[config.mk]
export PLATFORM = sky130hd
export DESIGN_NAME = four_way_traffic_light_sequencer
export DESIGN_NICKNAME = d
export VERILOG_FILES = /design/src/hdl/fwtls_pkg.sv /design/src/hdl/four_way_traffic_light_sequencer.sv
export SDC_FILE = /design/constraint.sdc
export NUM_CORES = 1
export LEC_CHECK = 0
export BUFFER_PORTS_ARGS = -buffer_cell sky130_fd_sc_hd__buf_4
export CORE_MARGIN = 3
export CORE_UTILIZATION = 55
export CTS_BUF_LIST = sky130_fd_sc_hd__clkbuf_8 sky130_fd_sc_hd__clkbuf_16
export CTS_CLUSTER_DIAMETER = 150
export DETAILED_ROUTE_END_ITERATION = 10
export GPL_TIMING_DRIVEN = 0
export HOLD_SLACK_MARGIN = 0.03
export PLACE_DENSITY_LB_ADDON = 0.2
export SLEW_MARGIN = 30
export SYNTH_ARGS = -nofsm -noshare
export SYNTH_HDL_FRONTEND = slang
export SYNTH_SLANG_ARGS = --single-unit
[constraint.sdc]
create_clock -name aclk -period 5.1 [get_ports aclk]
set_input_delay 0.765 -clock aclk [delete_from_list [all_inputs] [get_ports aclk]]
set_output_delay 0.765 -clock aclk [all_outputs]
set_load 0.01 [all_outputs]
[src/hdl/fwtls_pkg.sv]
`timescale 1ns / 1ps

package fwtls_pkg;

    // Defaults of the top-level parameters
    localparam int FWTLS_APPROACHES = 4;
    localparam int FWTLS_COUNT_BITS = 24;

    // Fixed field widths on the ports
    localparam int LAMP_W     = 4;
    localparam int CFG_DATA_W = 24;
    localparam int CFG_IDX_W  = 2;
    localparam int S_TDATA_W  = 8;
    localparam int M_TDATA_W  = 16;

    // Configuration register indexes
    localparam logic [CFG_IDX_W-1:0] REG_GREEN_STEADY = 2'd0;
    localparam logic [CFG_IDX_W-1:0] REG_BLINK_HALF   = 2'd1;
    localparam logic [CFG_IDX_W-1:0] REG_HOLD         = 2'd2;
    localparam logic [CFG_IDX_W-1:0] REG_CAUTION_HALF = 2'd3;

    // Register reset values, cut to the counter width where they are used
    localparam logic [31:0] GREEN_STEADY_RST = 32'd450000;
    localparam logic [31:0] BLINK_HALF_RST   = 32'd62500;
    localparam logic [31:0] HOLD_RST         = 32'd250000;
    localparam logic [31:0] CAUTION_HALF_RST = 32'h0000_2DC6;

    // Gesture stages
    localparam int GST_W = 3;
    localparam logic [GST_W-1:0] GST_IDLE      = 3'd0;
    localparam logic [GST_W-1:0] GST_HOLD_A    = 3'd1;
    localparam logic [GST_W-1:0] GST_WAIT_B    = 3'd2;
    localparam logic [GST_W-1:0] GST_HOLD_AB   = 3'd3;
    localparam logic [GST_W-1:0] GST_RELEASE_B = 3'd4;
    localparam logic [GST_W-1:0] GST_RELEASE_A = 3'd5;

    // Sequence steps of one approach
    localparam int STEP_W = 4;
    localparam logic [STEP_W-1:0] STEP_STEADY    = 4'd0;
    localparam logic [STEP_W-1:0] STEP_GREEN_END = 4'd4;
    localparam logic [STEP_W-1:0] STEP_LAST      = 4'd10;

endpackage

[src/hdl/four_way_traffic_light_sequencer.sv]
`timescale 1ns / 1ps

// Channel  | Ports                       | Contents (low bit up)
// ---------+-----------------------------+------------------------------------------
// tick in  | s_tvalid s_tready s_tdata   | [0] button_a_pressed, [1] button_b_pressed
// lamps out| m_tvalid m_tready m_tdata   | [3:0] green, [7:4] yellow, [11:8] red,
//          |                             | [12] caution_active
// config   | cfg_we cfg_index cfg_wdata  | register index, 24-bit value
//
// One request per clock unless stalled; the lamps for a tick leave in the next cycle.
// The result register frees when the sink takes its request, so s_tready stays high
// while m_tready is high. A stalled sink holds m_tdata and blocks new ticks.
// Reset clears the sequence, gesture and mode, and reloads the interval registers.

module four_way_traffic_light_sequencer
    import fwtls_pkg::*;
#(
    parameter int APPROACHES = FWTLS_APPROACHES,
    parameter int COUNT_BITS = FWTLS_COUNT_BITS
) (
    input  logic                  aclk,
    input  logic                  aresetn,
    input  logic                  s_tvalid,
    output logic                  s_tready,
    input  logic [S_TDATA_W-1:0]  s_tdata,   // button_a_pressed, button_b_pressed
    output logic                  m_tvalid,
    input  logic                  m_tready,
    output logic [M_TDATA_W-1:0]  m_tdata,   // green_lamps, yellow_lamps, red_lamps,
                                             // caution_active
    input  logic                  cfg_we,
    input  logic [CFG_IDX_W-1:0]  cfg_index,
    input  logic [CFG_DATA_W-1:0] cfg_wdata
);

    localparam int AIDX_W = $clog2(APPROACHES);
    localparam int PAD_W  = M_TDATA_W - 3 * LAMP_W - 1;

    logic [COUNT_BITS-1:0] green_steady_reg;
    logic [COUNT_BITS-1:0] blink_half_reg;
    logic [COUNT_BITS-1:0] hold_len_reg;
    logic [COUNT_BITS-1:0] caution_half_reg;

    logic                  caution_reg,   caution_next;
    logic [AIDX_W-1:0]     approach_reg,  approach_next;
    logic [STEP_W-1:0]     step_reg,      step_next;
    logic [COUNT_BITS-1:0] interval_reg,  interval_next;
    logic [GST_W-1:0]      gesture_reg,   gesture_next;
    logic [COUNT_BITS-1:0] hold_cnt_reg,  hold_cnt_next;
    logic                  yellow_on_reg, yellow_on_next;

    logic                  m_tvalid_reg;
    logic [M_TDATA_W-1:0]  m_tdata_reg;

    logic                  accept;
    logic                  btn_a;
    logic                  btn_b;
    logic [31:0]           cfg_ext;
    logic [LAMP_W-1:0]     lamp_mask;
    logic [LAMP_W-1:0]     active_bit;
    logic [LAMP_W-1:0]     green_lamps;
    logic [LAMP_W-1:0]     yellow_lamps;
    logic [LAMP_W-1:0]     red_lamps;
    logic [STEP_W-1:0]     step_clamped;
    logic [COUNT_BITS-1:0] interval_len;
    logic [COUNT_BITS:0]   interval_inc;
    logic                  interval_hit;
    logic [COUNT_BITS:0]   hold_inc;
    logic                  hold_hit;

    assign s_tready = !m_tvalid_reg || m_tready;
    assign accept   = s_tvalid && s_tready;
    assign btn_a    = s_tdata[0];
    assign btn_b    = s_tdata[1];
    assign cfg_ext  = {{(32 - CFG_DATA_W){1'b0}}, cfg_wdata};
    assign m_tvalid = m_tvalid_reg;
    assign m_tdata  = m_tdata_reg;

    // Lamps from the state held before this tick's update
    always_comb begin
        for (int k = 0; k < LAMP_W; k++) begin
            lamp_mask[k]  = (k < APPROACHES);
            active_bit[k] = (k < APPROACHES) && (approach_reg == AIDX_W'(k));
        end
        step_clamped = (step_reg > STEP_LAST) ? STEP_LAST : step_reg;
        green_lamps  = '0;
        yellow_lamps = '0;
        red_lamps    = '0;
        if (caution_reg) begin
            yellow_lamps = yellow_on_reg ? lamp_mask : '0;
        end else begin
            red_lamps = lamp_mask & ~active_bit;
            if (step_clamped <= STEP_GREEN_END) begin
                if (!step_clamped[0]) begin
                    green_lamps = active_bit;
                end
            end else if (step_clamped[0]) begin
                yellow_lamps = active_bit;
            end
        end
    end

    // Interval and hold counters; a zero length behaves as one
    always_comb begin
        if (caution_reg) begin
            interval_len = caution_half_reg;
        end else if (step_reg == STEP_STEADY) begin
            interval_len = green_steady_reg;
        end else begin
            interval_len = blink_half_reg;
        end
        interval_inc = {1'b0, interval_reg} + (COUNT_BITS + 1)'(1);
        interval_hit = interval_inc >= {1'b0, interval_len};
        hold_inc     = {1'b0, hold_cnt_reg} + (COUNT_BITS + 1)'(1);
        hold_hit     = hold_inc >= {1'b0, hold_len_reg};
    end

    always_comb begin
        caution_next   = caution_reg;
        approach_next  = approach_reg;
        step_next      = step_reg;
        interval_next  = interval_reg;
        gesture_next   = gesture_reg;
        hold_cnt_next  = hold_cnt_reg;
        yellow_on_next = yellow_on_reg;

        case (gesture_reg)
            GST_IDLE: begin
                if (btn_a) begin
                    gesture_next  = GST_HOLD_A;
                    hold_cnt_next = '0;
                end
            end
            GST_HOLD_A: begin
                if (!btn_a) begin
                    gesture_next = GST_IDLE;
                end else if (hold_hit) begin
                    gesture_next  = GST_WAIT_B;
                    hold_cnt_next = '0;
                end else begin
                    hold_cnt_next = hold_inc[COUNT_BITS-1:0];
                end
            end
            GST_WAIT_B: begin
                if (btn_b) begin
                    gesture_next  = GST_HOLD_AB;
                    hold_cnt_next = '0;
                end
            end
            GST_HOLD_AB: begin
                if (!(btn_a && btn_b)) begin
                    gesture_next = GST_IDLE;
                end else if (hold_hit) begin
                    gesture_next  = GST_RELEASE_B;
                    hold_cnt_next = '0;
                end else begin
                    hold_cnt_next = hold_inc[COUNT_BITS-1:0];
                end
            end
            GST_RELEASE_B: begin
                if (!btn_b) begin
                    gesture_next = btn_a ? GST_RELEASE_A : GST_IDLE;
                end
            end
            GST_RELEASE_A: begin
                if (!btn_a) begin
                    gesture_next   = GST_IDLE;
                    caution_next   = !caution_reg;
                    interval_next  = '0;
                    yellow_on_next = 1'b0;
                    approach_next  = '0;
                    step_next      = STEP_STEADY;
                end
            end
            default: begin
                gesture_next = GST_IDLE;
            end
        endcase

        // The lights move only while no gesture is under way
        if (gesture_reg == GST_IDLE && gesture_next == GST_IDLE) begin
            interval_next = interval_hit ? '0 : interval_inc[COUNT_BITS-1:0];
            if (interval_hit) begin
                if (caution_reg) begin
                    yellow_on_next = !yellow_on_reg;
                end else if (step_reg >= STEP_LAST) begin
                    step_next     = STEP_STEADY;
                    approach_next = (approach_reg == AIDX_W'(APPROACHES - 1)) ?
                                    '0 : approach_reg + AIDX_W'(1);
                end else begin
                    step_next = step_reg + STEP_W'(1);
                end
            end
        end
    end

    always_ff @(posedge aclk) begin
        if (!aresetn) begin
            green_steady_reg <= GREEN_STEADY_RST[COUNT_BITS-1:0];
            blink_half_reg   <= BLINK_HALF_RST[COUNT_BITS-1:0];
            hold_len_reg     <= HOLD_RST[COUNT_BITS-1:0];
            caution_half_reg <= CAUTION_HALF_RST[COUNT_BITS-1:0];
        end else if (cfg_we) begin
            case (cfg_index)
                REG_GREEN_STEADY: green_steady_reg <= cfg_ext[COUNT_BITS-1:0];
                REG_BLINK_HALF:   blink_half_reg   <= cfg_ext[COUNT_BITS-1:0];
                REG_HOLD:         hold_len_reg     <= cfg_ext[COUNT_BITS-1:0];
                REG_CAUTION_HALF: caution_half_reg <= cfg_ext[COUNT_BITS-1:0];
                default: ;
            endcase
        end
    end

    always_ff @(posedge aclk) begin
        if (!aresetn) begin
            caution_reg   <= 1'b0;
            approach_reg  <= '0;
            step_reg      <= STEP_STEADY;
            interval_reg  <= '0;
            gesture_reg   <= GST_IDLE;
            hold_cnt_reg  <= '0;
            yellow_on_reg <= 1'b0;
        end else if (accept) begin
            caution_reg   <= caution_next;
            approach_reg  <= approach_next;
            step_reg      <= step_next;
            interval_reg  <= interval_next;
            gesture_reg   <= gesture_next;
            hold_cnt_reg  <= hold_cnt_next;
            yellow_on_reg <= yellow_on_next;
        end
    end

    always_ff @(posedge aclk) begin
        if (!aresetn) begin
            m_tvalid_reg <= 1'b0;
        end else if (accept) begin
            m_tvalid_reg <= 1'b1;
        end else if (m_tready) begin
            m_tvalid_reg <= 1'b0;
        end
    end

    always_ff @(posedge aclk) begin
        if (accept) begin
            m_tdata_reg <= {{PAD_W{1'b0}}, caution_reg, red_lamps, yellow_lamps, green_lamps};
        end
    end

endmodule

==> flow_summary_export.csv <==
group,metric,value,unit
outcome,status,"finished, final reports clean",
drt,dr.pass1.iters,5,
critical_path,crit_chain,"inv_1 -> ha_1 -> nor3b_1 -> clkbuf_1 -> clkbuf_2 -> mux2i_1 -> nor2_1 -> a21oi_1 -> ha_1 -> o21a_1 -> o21ai_0 -> o311ai_1 -> or2_2 -> or3_1 -> o21ai_0 -> a32o_1",
global_routing,grt_max_degree,23,
critical_path,r2r_slack,400,ps
sta,period_needed,4700,ps
sta,hold_violations,0,
clock_network,cts_root_buf,"clkbuf_16",
clock_network,clock_latency,440,ps
drt,drcViolationCount,0,
drt,wl,25000,um
run,cap_viol_max_count,0,
drt,ant_nets,0,
die,coreArea,16100,um^2
die,dieHeight,135,um
global_routing,track_usage,0.276,
critical_path,cp_slowest_cell,"clkbuf_2",
die,rows,46,
global_routing,grt_pass1_vias,7521,
die,fp.dieW,135,um
synth,syn_inst,1129,
power,p_leak,4.24,nW
critical_path,r2r_start,"step_reg[0]",
clock_network,htree_num_levels,4,
sta,tightest_slew,927,ps
synth,synth_edf_count,13,
synth,yosysWarnings,0,
synth,syn_area,9220,um^2
synth,ys.flop_type,"dfxtp_1",
global_routing,antenna_found_initial,0,
synth,ys_seq_area_frac,0.381,
placed_design,place_congestion,0.942,
critical_path,worstSetupEndpointType,"flip-flop",
global_routing,grt-ovfl-total,0,
clock_network,cts_hold_buf,0,
clock_network,cts_resized,0,
clock_network,cts_tree,"done",
sta,finalClockSkew,10.3,ps
critical_path,arrival,5080,ps
final_layout,area_growth_syn_to_layout,12.9,%
sta,rsz0062_at_grt,"false",
final_layout,drive_gt1_frac,0.0886,
synth,yosys.cell_types.count,69,
critical_path,crit_family,"compound AO/OA/AOI/OAI gates",
final_layout,fin_nets,1290,
sta,whs,437,ps
power,max-vdd-ir-drop,244,uV
sta,fin_tns_setup,0,ps
clock_network,clk_path_buf_depth,2,
drt,drt_iter0_drc,720,
die,io_pins,57,
critical_path,reg2reg_depth,16,
placed_design,numPortBuffers,45,
sta,finalCritPeriodShare,0.921,
clock_network,cts_setup_buffers,0,
power,power,2.89,mW
clock_network,numCtsBuffers,17,
synth,async_reset_ff_frac,0,
clock_network,cts.sink_count,169,
drt,post_drt_via_cell_ratio,5.85,
drt,wl_per_cell,17.5,um
critical_path,cp_max_fo,10,
die,fp.dieArea,18400,um^2
critical_path,r2r-end,"interval_reg[5]",
sta,fmax,213,MHz
synth,synth_area_per_cell,8.17,um^2
synth,ys_ff_latch,169,
critical_path,critPathMaxStageDelay,450,ps
placed_design,dp_hpwl,18200,um
min_path,hold_depth,0,
sta,setup_viol,0,
critical_path,path_class,"flip-flop to flip-flop",
min_path,hold_path.class,"flip-flop to flip-flop",
die,initial_core_util,0.572,
min_path,min_to,"m_tdata[12]",
critical_path,required,5480,ps
drt,vias,8324,
synth,yosysTopAreaCell,"dfxtp_1",
critical_path,path_buf_inv,3,
synth,ys_top_cells_by_area,"dfxtp_1, nand2_1, ha_1",
clock_network,clkTransAtPathRegs,70,ps
power,power_density,278,nW/um^2
sta,maxSlewHeadroom,0.381,
min_path,worstHoldStart,"caution_reg",
synth,synth_top_area_frac,0.339,
critical_path,cp-start-kind,"flip-flop",
global_routing,grt_pass1_wl,39600,um
sta,maxSlewViolCount,0,
## synthesized netlist by cell type, drive strengths merged (27+ instances only)
cell	count
nor2	52
nand3	79
dfxtp	156
xnor2	32
nand2	248
a21boi	64
clkbuf	57
o21ai	28
a21oi	67
mux2i	27
inv	40
ha	57
## cell type report
class | instances | area [um^2]
timing repair buffer | 45 | 338
multi-input combinational | 849 | 5240
fill | 1425 | 5710
sequential | 169 | 3510
inverter | 40 | 150
clock inverter | 14 | 123
buffer | 72 | 334
antenna | 1 | 2.50
clock buffer | 18 | 439
tap | 216 | 270
## cell usage in the layout, fill, tap and decap left out, drive strengths merged, types with 7 or more instances in the layout
cell type | Yosys | routed
inv | 40 | 46
nor2b | 11 | 11
nand2 | 248 | 248
mux2i | 27 | 27
clkbuf | 57 | 74
a21oi | 67 | 67
nor2 | 52 | 52
buf | 15 | 60
dfxtp | 156 | 156
nand4 | 18 | 18
nand3b | 9 | 9
a21boi | 64 | 64
edfxtp | 13 | 13
nand3 | 79 | 79
a32o | 15 | 15
and2 | 7 | 7
and3 | 14 | 14
xnor2 | 32 | 32
nor4 | 9 | 9
nor3 | 11 | 11
xor2 | 14 | 14
o21ai | 28 | 28
o211ai | 9 | 9
ha | 57 | 57
## cells by family (layout without fill, tap and decap cells)
group / Yosys count / after routing / share of synthesized area
simple gates: 491 / 491 / 0.253
compound gates: 225 / 225 / 0.163
flops: 169 / 169 / 0.381
buf+inv: 113 / 189 / 0.0525
fa+ha+maj: 57 / 57 / 0.0774
xor+xnor: 46 / 46 / 0.0437
mux: 27 / 27 / 0.0293
other cells: 1 / 4 / 0.000407
## metrics by stage
| step | worst slack [ps] | std cells | area [um^2] | utilization |
|---|---|---|---|---|
| after CTS | 64.2 | 1424 | 10400 | 0.645 |
| after global routing | 168 | 1423 | 10400 | 0.645 |
| final | 401 | 1424 | 10400 | 0.646 |
| after floorplan | 1210 | 1131 | 9230 | - |
| after global placement | 34.0 | 1392 | 9840 | 0.610 |
| after detailed placement | 90.5 | 1392 | 9840 | 0.610 |
## per-layer routing
metal  vias up  track usage  routed length [um]  share of wire
met5         -            0                   0              0
met4         0       0.0761                 556          0.022
met1      3898        0.385               11300           0.45
met3        50       0.0572                1790          0.072
met2       314        0.438               11300           0.45
li1       4062            -                   -              -
## worst max path at each step
stage,from,end,slack (ps),cells after the start
finish,step_reg[0],interval_reg[5],400,16
detailed placement,step_reg[0],interval_reg[12],90,18
CTS,step_reg[0],interval_reg[22],60,18
global route,step_reg[1],approach_reg[1],170,17
floorplan,step_reg[0],interval_reg[13],1210,17
global placement,step_reg[0],interval_reg[12],30,18
## report_power, final
group	switching [mW]	internal (mW)	total, mW
Combinational	0.158	0.0852	0.243
Sequential	0.0172	1.37	1.39
Clock	0.575	0.687	1.26
Total	0.751	2.14	2.89
No activity file was read; power rests on OpenSTA's default activity.
